## src/hdl/cgm_pkg.sv

```systemverilog
// Shared types and constants for the curve gradient moments block.
package cgm_pkg;

   localparam int MAX_POINTS_DEF = 4096;
   localparam int GRAD_WIDTH_DEF = 16;

   localparam int MEAN_W        = 16;
   localparam int MOMENT_DIAG_W = 31;
   localparam int MOMENT_XY_W   = 32;
   localparam int COUNT_OUT_W   = 13;
   localparam int WIDE_W        = 64;

   typedef enum logic [2:0] {
      ST_IDLE,
      ST_MUL,
      ST_ADD,
      ST_DIV_START,
      ST_DIV_RUN,
      ST_OUT_WAIT
   } state_type;

   typedef enum logic [2:0] {
      SEL_GX,
      SEL_GY,
      SEL_GXX,
      SEL_GXY,
      SEL_GYY
   } sel_type;

   typedef struct packed {
      logic    accept;
      logic    mul;
      logic    add;
      logic    div_start;
      logic    div_store;
      logic    out_load;
      sel_type sel;
   } cmd_type;

   typedef struct packed {
      logic last_item;
      logic div_done;
      logic out_free;
   } status_type;

endpackage

```

## src/hdl/cgm_divider.sv

```systemverilog
// Shared restoring divider: signed numerator by unsigned count, one bit per cycle.
module cgm_divider #(
   parameter int NUM_W = 45,
   parameter int DEN_W = 13
) (
   input  logic                    clock,
   input  logic                    reset,
   input  logic                    start,
   input  logic signed [NUM_W-1:0] numer,
   input  logic        [DEN_W-1:0] denom,
   output logic                    done,
   output logic signed [NUM_W-1:0] quot
);

   localparam int CNT_W = $clog2(NUM_W + 1);

   logic                    busy_ff, busy_in;
   logic                    fix_ff, fix_in;
   logic                    done_ff, done_in;
   logic                    neg_ff, neg_in;
   logic [CNT_W-1:0]        cnt_ff, cnt_in;
   logic [NUM_W-1:0]        quo_ff, quo_in;
   logic [DEN_W-1:0]        rem_ff, rem_in;
   logic [DEN_W-1:0]        den_ff, den_in;
   logic signed [NUM_W-1:0] quot_ff, quot_in;
   logic [DEN_W:0]          rem_sh;
   logic [DEN_W:0]          diff;

   always_comb begin
      busy_in = busy_ff;
      fix_in  = 1'b0;
      done_in = 1'b0;
      neg_in  = neg_ff;
      cnt_in  = cnt_ff;
      quo_in  = quo_ff;
      rem_in  = rem_ff;
      den_in  = den_ff;
      quot_in = quot_ff;
      rem_sh  = {rem_ff, quo_ff[NUM_W-1]};
      diff    = rem_sh - {1'b0, den_ff};
      if (start && !busy_ff) begin
         busy_in = 1'b1;
         neg_in  = numer[NUM_W-1];
         quo_in  = numer[NUM_W-1] ? (~numer + NUM_W'(1)) : numer;
         rem_in  = '0;
         den_in  = denom;
         cnt_in  = CNT_W'(NUM_W);
      end else if (busy_ff) begin
         // shift in one dividend bit, subtract where it fits
         if (!diff[DEN_W]) begin
            rem_in = diff[DEN_W-1:0];
            quo_in = {quo_ff[NUM_W-2:0], 1'b1};
         end else begin
            rem_in = rem_sh[DEN_W-1:0];
            quo_in = {quo_ff[NUM_W-2:0], 1'b0};
         end
         cnt_in = cnt_ff - CNT_W'(1);
         if (cnt_ff == CNT_W'(1)) begin
            busy_in = 1'b0;
            fix_in  = 1'b1;
         end
      end
      if (fix_ff) begin
         // restore the sign: truncation toward zero
         quot_in = neg_ff ? (~quo_ff + NUM_W'(1)) : quo_ff;
         done_in = 1'b1;
      end
   end

   always_ff @(posedge clock) begin
      if (reset) begin
         busy_ff <= 1'b0;
         fix_ff  <= 1'b0;
         done_ff <= 1'b0;
      end else begin
         busy_ff <= busy_in;
         fix_ff  <= fix_in;
         done_ff <= done_in;
      end
      neg_ff  <= neg_in;
      cnt_ff  <= cnt_in;
      quo_ff  <= quo_in;
      rem_ff  <= rem_in;
      den_ff  <= den_in;
      quot_ff <= quot_in;
   end

   assign done = done_ff;
   assign quot = quot_ff;

endmodule

```

## src/hdl/cgm_datapath.sv

```systemverilog
// Datapath: input and product registers, accumulators, divider and result beat register.
module cgm_datapath #(
   parameter int MAX_POINTS = cgm_pkg::MAX_POINTS_DEF,
   parameter int GRAD_WIDTH = cgm_pkg::GRAD_WIDTH_DEF
) (
   input  logic                                   clock,
   input  logic                                   reset,
   input  cgm_pkg::cmd_type                       cmd,
   output cgm_pkg::status_type                    status,
   input  logic signed [GRAD_WIDTH-1:0]           req_grad_x,
   input  logic signed [GRAD_WIDTH-1:0]           req_grad_y,
   input  logic                                   req_last_point,
   input  logic                                   rsp_stall,
   output logic                                   rsp_valid,
   output logic signed [cgm_pkg::MEAN_W-1:0]      rsp_mean_x,
   output logic signed [cgm_pkg::MEAN_W-1:0]      rsp_mean_y,
   output logic [cgm_pkg::MOMENT_DIAG_W-1:0]      rsp_moment_xx,
   output logic signed [cgm_pkg::MOMENT_XY_W-1:0] rsp_moment_xy,
   output logic [cgm_pkg::MOMENT_DIAG_W-1:0]      rsp_moment_yy,
   output logic [cgm_pkg::COUNT_OUT_W-1:0]        rsp_point_count,
   output logic                                   rsp_overflow
);

   localparam int CW    = $clog2(MAX_POINTS + 1);
   localparam int LS    = GRAD_WIDTH + CW;
   localparam int PW    = 2 * GRAD_WIDTH;
   localparam int PS_RAW = PW + CW;
   localparam int PS    = (PS_RAW > cgm_pkg::WIDE_W) ? cgm_pkg::WIDE_W : PS_RAW;
   localparam int MW    = cgm_pkg::MEAN_W;
   localparam int DW    = cgm_pkg::MOMENT_DIAG_W;
   localparam int XW    = cgm_pkg::MOMENT_XY_W;
   localparam int OW    = cgm_pkg::COUNT_OUT_W;

   // input stage
   logic signed [GRAD_WIDTH-1:0] in_gx_ff, in_gy_ff;
   logic                         in_last_ff, in_acc_ff;
   // product stage
   logic signed [GRAD_WIDTH-1:0] prod_gx_ff, prod_gy_ff;
   logic signed [PW-1:0]         prod_xx_ff, prod_xy_ff, prod_yy_ff;
   logic                         prod_last_ff, prod_acc_ff;
   // accumulators
   logic signed [LS-1:0]         sum_gx_ff, sum_gy_ff;
   logic signed [PS-1:0]         sum_gxx_ff, sum_gxy_ff, sum_gyy_ff;
   logic [CW-1:0]                count_ff;
   logic                         overflow_ff;
   // quotient hold registers
   logic signed [MW-1:0]         hold_mx_ff, hold_my_ff;
   logic [DW-1:0]                hold_xx_ff, hold_yy_ff;
   logic signed [XW-1:0]         hold_xy_ff;
   // result beat register
   logic                         rsp_valid_ff, rsp_valid_in;
   logic signed [MW-1:0]         out_mx_ff, out_my_ff;
   logic [DW-1:0]                out_xx_ff, out_yy_ff;
   logic signed [XW-1:0]         out_xy_ff;
   logic [OW-1:0]                out_cnt_ff;
   logic                         out_ovf_ff;

   logic signed [PS-1:0]         div_numer;
   logic signed [PS-1:0]         div_quot;
   logic                         div_done;
   logic signed [cgm_pkg::WIDE_W-1:0] quot_wide;
   logic [cgm_pkg::WIDE_W-1:0]   count_wide;
   logic                         room;

   assign room       = count_ff < CW'(MAX_POINTS);
   assign quot_wide  = cgm_pkg::WIDE_W'(div_quot);
   assign count_wide = cgm_pkg::WIDE_W'(count_ff);

   always_comb begin
      case (cmd.sel)
         cgm_pkg::SEL_GX:  div_numer = PS'(sum_gx_ff);
         cgm_pkg::SEL_GY:  div_numer = PS'(sum_gy_ff);
         cgm_pkg::SEL_GXX: div_numer = sum_gxx_ff;
         cgm_pkg::SEL_GXY: div_numer = sum_gxy_ff;
         cgm_pkg::SEL_GYY: div_numer = sum_gyy_ff;
         default:          div_numer = '0;
      endcase
   end

   cgm_divider #(
      .NUM_W (PS),
      .DEN_W (CW)
   ) u_divider (
      .clock (clock),
      .reset (reset),
      .start (cmd.div_start),
      .numer (div_numer),
      .denom (count_ff),
      .done  (div_done),
      .quot  (div_quot)
   );

   // take a point, counting it only while below the limit
   always_ff @(posedge clock) begin
      if (cmd.accept) begin
         in_gx_ff   <= req_grad_x;
         in_gy_ff   <= req_grad_y;
         in_last_ff <= req_last_point;
         in_acc_ff  <= room;
      end
      if (cmd.mul) begin
         prod_gx_ff   <= in_gx_ff;
         prod_gy_ff   <= in_gy_ff;
         prod_xx_ff   <= PW'(in_gx_ff) * PW'(in_gx_ff);
         prod_xy_ff   <= PW'(in_gx_ff) * PW'(in_gy_ff);
         prod_yy_ff   <= PW'(in_gy_ff) * PW'(in_gy_ff);
         prod_last_ff <= in_last_ff;
         prod_acc_ff  <= in_acc_ff;
      end
   end

   always_ff @(posedge clock) begin
      if (reset || cmd.out_load) begin
         sum_gx_ff   <= '0;
         sum_gy_ff   <= '0;
         sum_gxx_ff  <= '0;
         sum_gxy_ff  <= '0;
         sum_gyy_ff  <= '0;
         count_ff    <= '0;
         overflow_ff <= 1'b0;
      end else begin
         if (cmd.accept) begin
            if (room) begin
               count_ff <= count_ff + CW'(1);
            end else begin
               overflow_ff <= 1'b1;
            end
         end
         if (cmd.add && prod_acc_ff) begin
            sum_gx_ff  <= sum_gx_ff + LS'(prod_gx_ff);
            sum_gy_ff  <= sum_gy_ff + LS'(prod_gy_ff);
            sum_gxx_ff <= sum_gxx_ff + PS'(prod_xx_ff);
            sum_gxy_ff <= sum_gxy_ff + PS'(prod_xy_ff);
            sum_gyy_ff <= sum_gyy_ff + PS'(prod_yy_ff);
         end
      end
   end

   // hold each quotient, masked to its field
   always_ff @(posedge clock) begin
      if (cmd.div_store) begin
         case (cmd.sel)
            cgm_pkg::SEL_GX:  hold_mx_ff <= quot_wide[MW-1:0];
            cgm_pkg::SEL_GY:  hold_my_ff <= quot_wide[MW-1:0];
            cgm_pkg::SEL_GXX: hold_xx_ff <= quot_wide[DW-1:0];
            cgm_pkg::SEL_GXY: hold_xy_ff <= quot_wide[XW-1:0];
            cgm_pkg::SEL_GYY: hold_yy_ff <= quot_wide[DW-1:0];
            default:          hold_mx_ff <= hold_mx_ff;
         endcase
      end
   end

   always_comb begin
      rsp_valid_in = rsp_valid_ff;
      if (cmd.out_load) begin
         rsp_valid_in = 1'b1;
      end else if (rsp_valid_ff && !rsp_stall) begin
         rsp_valid_in = 1'b0;
      end
   end

   always_ff @(posedge clock) begin
      if (reset) begin
         rsp_valid_ff <= 1'b0;
      end else begin
         rsp_valid_ff <= rsp_valid_in;
      end
      if (cmd.out_load) begin
         out_mx_ff  <= hold_mx_ff;
         out_my_ff  <= hold_my_ff;
         out_xx_ff  <= hold_xx_ff;
         out_xy_ff  <= hold_xy_ff;
         out_yy_ff  <= hold_yy_ff;
         out_cnt_ff <= count_wide[OW-1:0];
         out_ovf_ff <= overflow_ff;
      end
   end

   assign status.last_item = prod_last_ff;
   assign status.div_done  = div_done;
   assign status.out_free  = !rsp_valid_ff || !rsp_stall;

   assign rsp_valid       = rsp_valid_ff;
   assign rsp_mean_x      = out_mx_ff;
   assign rsp_mean_y      = out_my_ff;
   assign rsp_moment_xx   = out_xx_ff;
   assign rsp_moment_xy   = out_xy_ff;
   assign rsp_moment_yy   = out_yy_ff;
   assign rsp_point_count = out_cnt_ff;
   assign rsp_overflow    = out_ovf_ff;

endmodule

```

## src/hdl/cgm_ctrl.sv

```systemverilog
// Controller: sequences accept, multiply, accumulate, the five divisions and the result beat.
module cgm_ctrl (
   input  logic                clock,
   input  logic                reset,
   input  logic                req_valid,
   output logic                req_stall,
   output cgm_pkg::cmd_type    cmd,
   input  cgm_pkg::status_type status
);

   cgm_pkg::state_type state_ff, state_in;
   cgm_pkg::sel_type   sel_ff, sel_in;

   always_ff @(posedge clock) begin
      if (reset) begin
         state_ff <= cgm_pkg::ST_IDLE;
         sel_ff   <= cgm_pkg::SEL_GX;
      end else begin
         state_ff <= state_in;
         sel_ff   <= sel_in;
      end
   end

   always_comb begin
      state_in      = state_ff;
      sel_in        = sel_ff;
      req_stall     = 1'b1;
      cmd           = '0;
      cmd.sel       = sel_ff;
      unique case (state_ff)
         cgm_pkg::ST_IDLE: begin
            req_stall = 1'b0;
            if (req_valid) begin
               cmd.accept = 1'b1;
               state_in   = cgm_pkg::ST_MUL;
            end
         end
         cgm_pkg::ST_MUL: begin
            cmd.mul  = 1'b1;
            state_in = cgm_pkg::ST_ADD;
         end
         cgm_pkg::ST_ADD: begin
            cmd.add = 1'b1;
            if (status.last_item) begin
               sel_in   = cgm_pkg::SEL_GX;
               state_in = cgm_pkg::ST_DIV_START;
            end else begin
               req_stall = 1'b0;
               if (req_valid) begin
                  cmd.accept = 1'b1;
                  state_in   = cgm_pkg::ST_MUL;
               end else begin
                  state_in = cgm_pkg::ST_IDLE;
               end
            end
         end
         cgm_pkg::ST_DIV_START: begin
            cmd.div_start = 1'b1;
            state_in      = cgm_pkg::ST_DIV_RUN;
         end
         cgm_pkg::ST_DIV_RUN: begin
            if (status.div_done) begin
               cmd.div_store = 1'b1;
               state_in      = cgm_pkg::ST_DIV_START;
               unique case (sel_ff)
                  cgm_pkg::SEL_GX:  sel_in = cgm_pkg::SEL_GY;
                  cgm_pkg::SEL_GY:  sel_in = cgm_pkg::SEL_GXX;
                  cgm_pkg::SEL_GXX: sel_in = cgm_pkg::SEL_GXY;
                  cgm_pkg::SEL_GXY: sel_in = cgm_pkg::SEL_GYY;
                  cgm_pkg::SEL_GYY: state_in = cgm_pkg::ST_OUT_WAIT;
                  default:          state_in = cgm_pkg::ST_OUT_WAIT;
               endcase
            end
         end
         cgm_pkg::ST_OUT_WAIT: begin
            if (status.out_free) begin
               cmd.out_load = 1'b1;
               state_in     = cgm_pkg::ST_IDLE;
            end
         end
         default: begin
            state_in = cgm_pkg::ST_IDLE;
         end
      endcase
   end

endmodule

```

## src/hdl/curve_gradient_moments.sv

```systemverilog
// Top level: structure-tensor moments of a curve's gradients, one result beat per curve.
// Mid-curve points overlap: the next point is accepted in the accumulate cycle of the one before.
// From the last point to its result beat: accumulate, then for each of the five sums a divider
//    start and run on the one shared bit-serial divider over PS = min(64, 2*GRAD_WIDTH +
//    clog2(MAX_POINTS+1)) numerator bits, then a wait until the result beat register is free.
// Reset (synchronous): clears all sums, the count, the overflow flag and the result beat.
module curve_gradient_moments #(
   parameter int MAX_POINTS = cgm_pkg::MAX_POINTS_DEF,
   parameter int GRAD_WIDTH = cgm_pkg::GRAD_WIDTH_DEF
) (
   input  logic                                   clock,
   input  logic                                   reset,
   // point beats
   input  logic                                   req_valid,
   output logic                                   req_stall,
   input  logic signed [GRAD_WIDTH-1:0]           req_grad_x,
   input  logic signed [GRAD_WIDTH-1:0]           req_grad_y,
   input  logic                                   req_last_point,
   // result beats
   output logic                                   rsp_valid,
   input  logic                                   rsp_stall,
   output logic signed [cgm_pkg::MEAN_W-1:0]      rsp_mean_x,
   output logic signed [cgm_pkg::MEAN_W-1:0]      rsp_mean_y,
   output logic [cgm_pkg::MOMENT_DIAG_W-1:0]      rsp_moment_xx,
   output logic signed [cgm_pkg::MOMENT_XY_W-1:0] rsp_moment_xy,
   output logic [cgm_pkg::MOMENT_DIAG_W-1:0]      rsp_moment_yy,
   output logic [cgm_pkg::COUNT_OUT_W-1:0]        rsp_point_count,
   output logic                                   rsp_overflow
);

   // Commands flow from the controller to the datapath; status flows back.
   cgm_pkg::cmd_type    cmd;
   cgm_pkg::status_type status;

   // The controller owns the point handshake: it drops stall only in idle and in the
   // accumulate cycle of a point that does not end its curve.
   cgm_ctrl u_ctrl (
      .clock     (clock),
      .reset     (reset),
      .req_valid (req_valid),
      .req_stall (req_stall),
      .cmd       (cmd),
      .status    (status)
   );

   // The datapath holds the result beat in its own register, so points of the next
   // curve are taken while a finished result still waits downstream; only a second
   // finished result waits for that register to free.
   cgm_datapath #(
      .MAX_POINTS (MAX_POINTS),
      .GRAD_WIDTH (GRAD_WIDTH)
   ) u_datapath (
      .clock           (clock),
      .reset           (reset),
      .cmd             (cmd),
      .status          (status),
      .req_grad_x      (req_grad_x),
      .req_grad_y      (req_grad_y),
      .req_last_point  (req_last_point),
      .rsp_stall       (rsp_stall),
      .rsp_valid       (rsp_valid),
      .rsp_mean_x      (rsp_mean_x),
      .rsp_mean_y      (rsp_mean_y),
      .rsp_moment_xx   (rsp_moment_xx),
      .rsp_moment_xy   (rsp_moment_xy),
      .rsp_moment_yy   (rsp_moment_yy),
      .rsp_point_count (rsp_point_count),
      .rsp_overflow    (rsp_overflow)
   );

endmodule
```

## config.mk

```make
export PLATFORM = sky130hd
export DESIGN_NAME = curve_gradient_moments
export DESIGN_NICKNAME = d
export VERILOG_FILES = /design/src/hdl/cgm_pkg.sv /design/src/hdl/cgm_divider.sv /design/src/hdl/cgm_datapath.sv /design/src/hdl/cgm_ctrl.sv /design/src/hdl/curve_gradient_moments.sv
export SDC_FILE = /design/constraint.sdc
export NUM_CORES = 2
export LEC_CHECK = 0
export BUFFER_PORTS_ARGS = -buffer_cell sky130_fd_sc_hd__buf_4
export CORE_MARGIN = 2
export CORE_UTILIZATION = 34
export CTS_CLUSTER_DIAMETER = 40
export CTS_CLUSTER_SIZE = 20
export DETAILED_ROUTE_END_ITERATION = 7
export PLACE_DENSITY = 0.51
export SYNTH_ARGS = -nofsm -noshare
export SYNTH_HDL_FRONTEND = slang
export SYNTH_HIERARCHICAL = 1
export SYNTH_SLANG_ARGS = --single-unit
```

## constraint.sdc

```tcl
create_clock -name clock -period 6.4 [get_ports clock]
set_clock_uncertainty 0.15 [all_clocks]
set_input_delay 0.96 -clock clock [delete_from_list [all_inputs] [get_ports clock]]
set_output_delay 0.96 -clock clock [all_outputs]
set_load 0.005 [all_outputs]
```

==> flow_metrics.py <==
metrics = {
    "route": {
        "vias": 47067,
        "firstDrtPassIters": 5,
        "drc": 0,
        "via_per_inst": 4.89,
        "drtAntennaViolNets": 0,
        "wl_per_cell_um": 18.3,
        "wl_um": 176000,
        "drt_iter0_drc": 2668,
    },
    "synthesis": {
        "synth_fp_nets": 7652,
        "avgSynthCellArea_um2": 10.1,
        "yosysWarningCount": 6,
        "synthesis.area_um2": 64800,
        "synth_cells": 6416,
    },
    "die": {
        "chipHeight_um": 441,
        "coreArea_um2": 190000,
        "num_rows": 160,
        "ios": 179,
        "die_area_um2": 194000,
        "die_w_um": 441,
        "initial_core_util": 0.341,
    },
    "setup_path": {
        "cp.required_ns": 6.75,
        "path_cells": "buf_12 -> buf_8 -> inv_6 -> nor2_1 -> fa_1 -> inv_2 -> fa_1 -> inv_2 -> fa_1 -> fa_1 -> fa_1 -> inv_1 -> fa_1 -> inv_2 -> ha_4 -> a21o_1 -> a21oi_4 -> nand4_1 -> a31oi_4 -> o31ai_4 -> a2111o_1 -> a31o_2 -> a21oi_2 -> xnor2_1",
        "critPathLaunchType": "flop",
        "startpoint": "u_datapath/in_gx_ff[3]",
        "crit_type": "reg -> reg",
        "arrival_ns": 6.88,
        "regToRegStartpoint": "u_datapath/in_gx_ff[3]",
        "cp_max_fo": 6,
        "slowest_stage": "fa_1",
        "slowest_delay_ns": 0.52,
        "crit_top_cell": "fa_1",
        "end_kind": "flop",
    },
    "sta": {
        "worst_slack_ns": -0.133,
        "layout_min_cycle_time_ns": 6.53,
        "slew_headroom": 0.185,
        "holdWs_ns": 0.224,
        "finalSetupViolations": 3,
        "hold_viol_final": 0,
        "rsz0062_at_grt": "true",
        "worst_pin_slew_ns": 1.22,
        "tns_ns": -0.215,
        "fmax_mhz": 153,
        "post-route-period-util": 1.02,
        "slew_viol_final": 0,
    },
    "placed_design": {
        "gp_congestion": 0.858,
        "dp_hpwl_um": 136000,
        "io_buffers": 178,
        "dpl_cell_area_um2": 71900,
        "place_inst": 9283,
    },
    "worst_hold_path": {
        "min_path_type": "in -> reg",
        "min_from": "req_grad_y[14]",
    },
    "global_route": {
        "antenna_found_initial": 7,
        "grt_overflow": 0,
        "grt_max_degree": 128,
        "grt_pass1_wl_um": 275000,
        "grt_usage": 0.182,
        "grt_pass1_vias": 48648,
    },
    "final_layout": {
        "syn_to_final_growth_pct": 21.5,
        "stdcell_area_um2": 78700,
        "fin_cells": 9618,
        "nets": 8221,
        "layout_commonest_cell": "inv_1",
        "drive_gt1_frac": 0.181,
        "layout_common_cells": "inv_1 (955), nand2_1 (707), fa_1 (706)",
        "fillers": 18506,
    },
    "run_status": {
        "status": "finished with violations",
        "violations": "negative setup slack",
    },
    "flow_run": {
        "drv_cap": 0,
    },
    "cts": {
        "cts.clk_slew.worst_paths_ns": 0.04,
        "clockRootBuffer": "clkbuf_16",
        "cts_buffer_depth": 3,
        "clk_latency_ns": 0.79,
        "h-tree-depth": 4,
        "cts_made_buffers": 142,
        "cts_tree": "built",
        "cts_hold_buf": 0,
        "cts_sinks": 753,
    },
}
[state kept, by name, summed over array words and instances, names as in the netlist, 29 cells and up]
register,count
u_datapath/u_divider/quo_ff,45
u_datapath/rsp_moment_xx,31
u_datapath/sum_gy_ff,29
u_datapath/prod_xx_ff,30
u_datapath/sum_gxy_ff,45
u_datapath/prod_xy_ff,32
u_datapath/u_divider/quot,32
u_datapath/sum_gyy_ff,45
u_datapath/sum_gx_ff,29
u_datapath/sum_gxx_ff,45
u_datapath/rsp_moment_xy,32
u_datapath/hold_xx_ff,31
u_datapath/prod_yy_ff,30
u_datapath/rsp_moment_yy,31
u_datapath/hold_yy_ff,31
u_datapath/hold_xy_ff,32
[per-stage QoR]
stage | setup WS, ns | utilization
finish | -0.133 | 0.415
global route | -0.380 | 0.415
CTS | -0.0853 | 0.410
detailed placement | -0.638 | 0.379
global placement | -0.568 | 0.379
floorplan | 0.00359 | -
[worst max-delay path: cells and delay by family (launching register included)]
family          cells  cell delay [ns]
compound gates      7             1.61
flops               1             0.40
fa+ha+maj           7             3.18
buf+inv             7             0.55
xor+xnor            1             0.07
simple gates        2             0.28
[repair_timing]
action | in CTS | in global routing
gates cloned | 0 | 1
pin swaps | 74 | 140
setup endpoints to repair | 29 | 33
buffers inserted | 46 | 33
gates resized for setup | 105 | 185
[routing by layer]
layer  part of all wire  routed length [µm]  up-vias  global-route usage
li1                   -                   -    22523                   -
met1               0.45               78500    23448               0.239
met2               0.48               84800      848               0.308
met3              0.040                7000      248              0.0256
met4              0.030                5310        0              0.0571
met5                  0                   0        -                   0
[area by class of cell]
cell class,count,area [µm²],share of cell area
Multi-Input combinational cell,4418,40900,0.519
Sequential cell,753,20300,0.257
Timing Repair Buffer,673,5540,0.0704
Inverter,997,3760,0.0477
Clock buffer,159,3680,0.0467
Tap cell,2511,3140,0.0399
Clock inverter,106,1470,0.0187
Antenna cell,1,2.50,0.0000318
[path summary, 6_finish.rpt]
check | end | slack [ns] | cells past startpoint
hold reg to reg | u_datapath/rsp_mean_x[6] | 0.26 | 0
setup / recovery | u_datapath/prod_xy_ff[30] | -0.13 | 24
setup reg to reg | u_datapath/prod_xy_ff[30] | -0.13 | 24
hold / removal | u_datapath/in_gy_ff[14] | 0.22 | 1
Power is left out: the tool's default activity adds up to more than one toggle a clock period on the data nets, which glitch-free logic cannot reach.
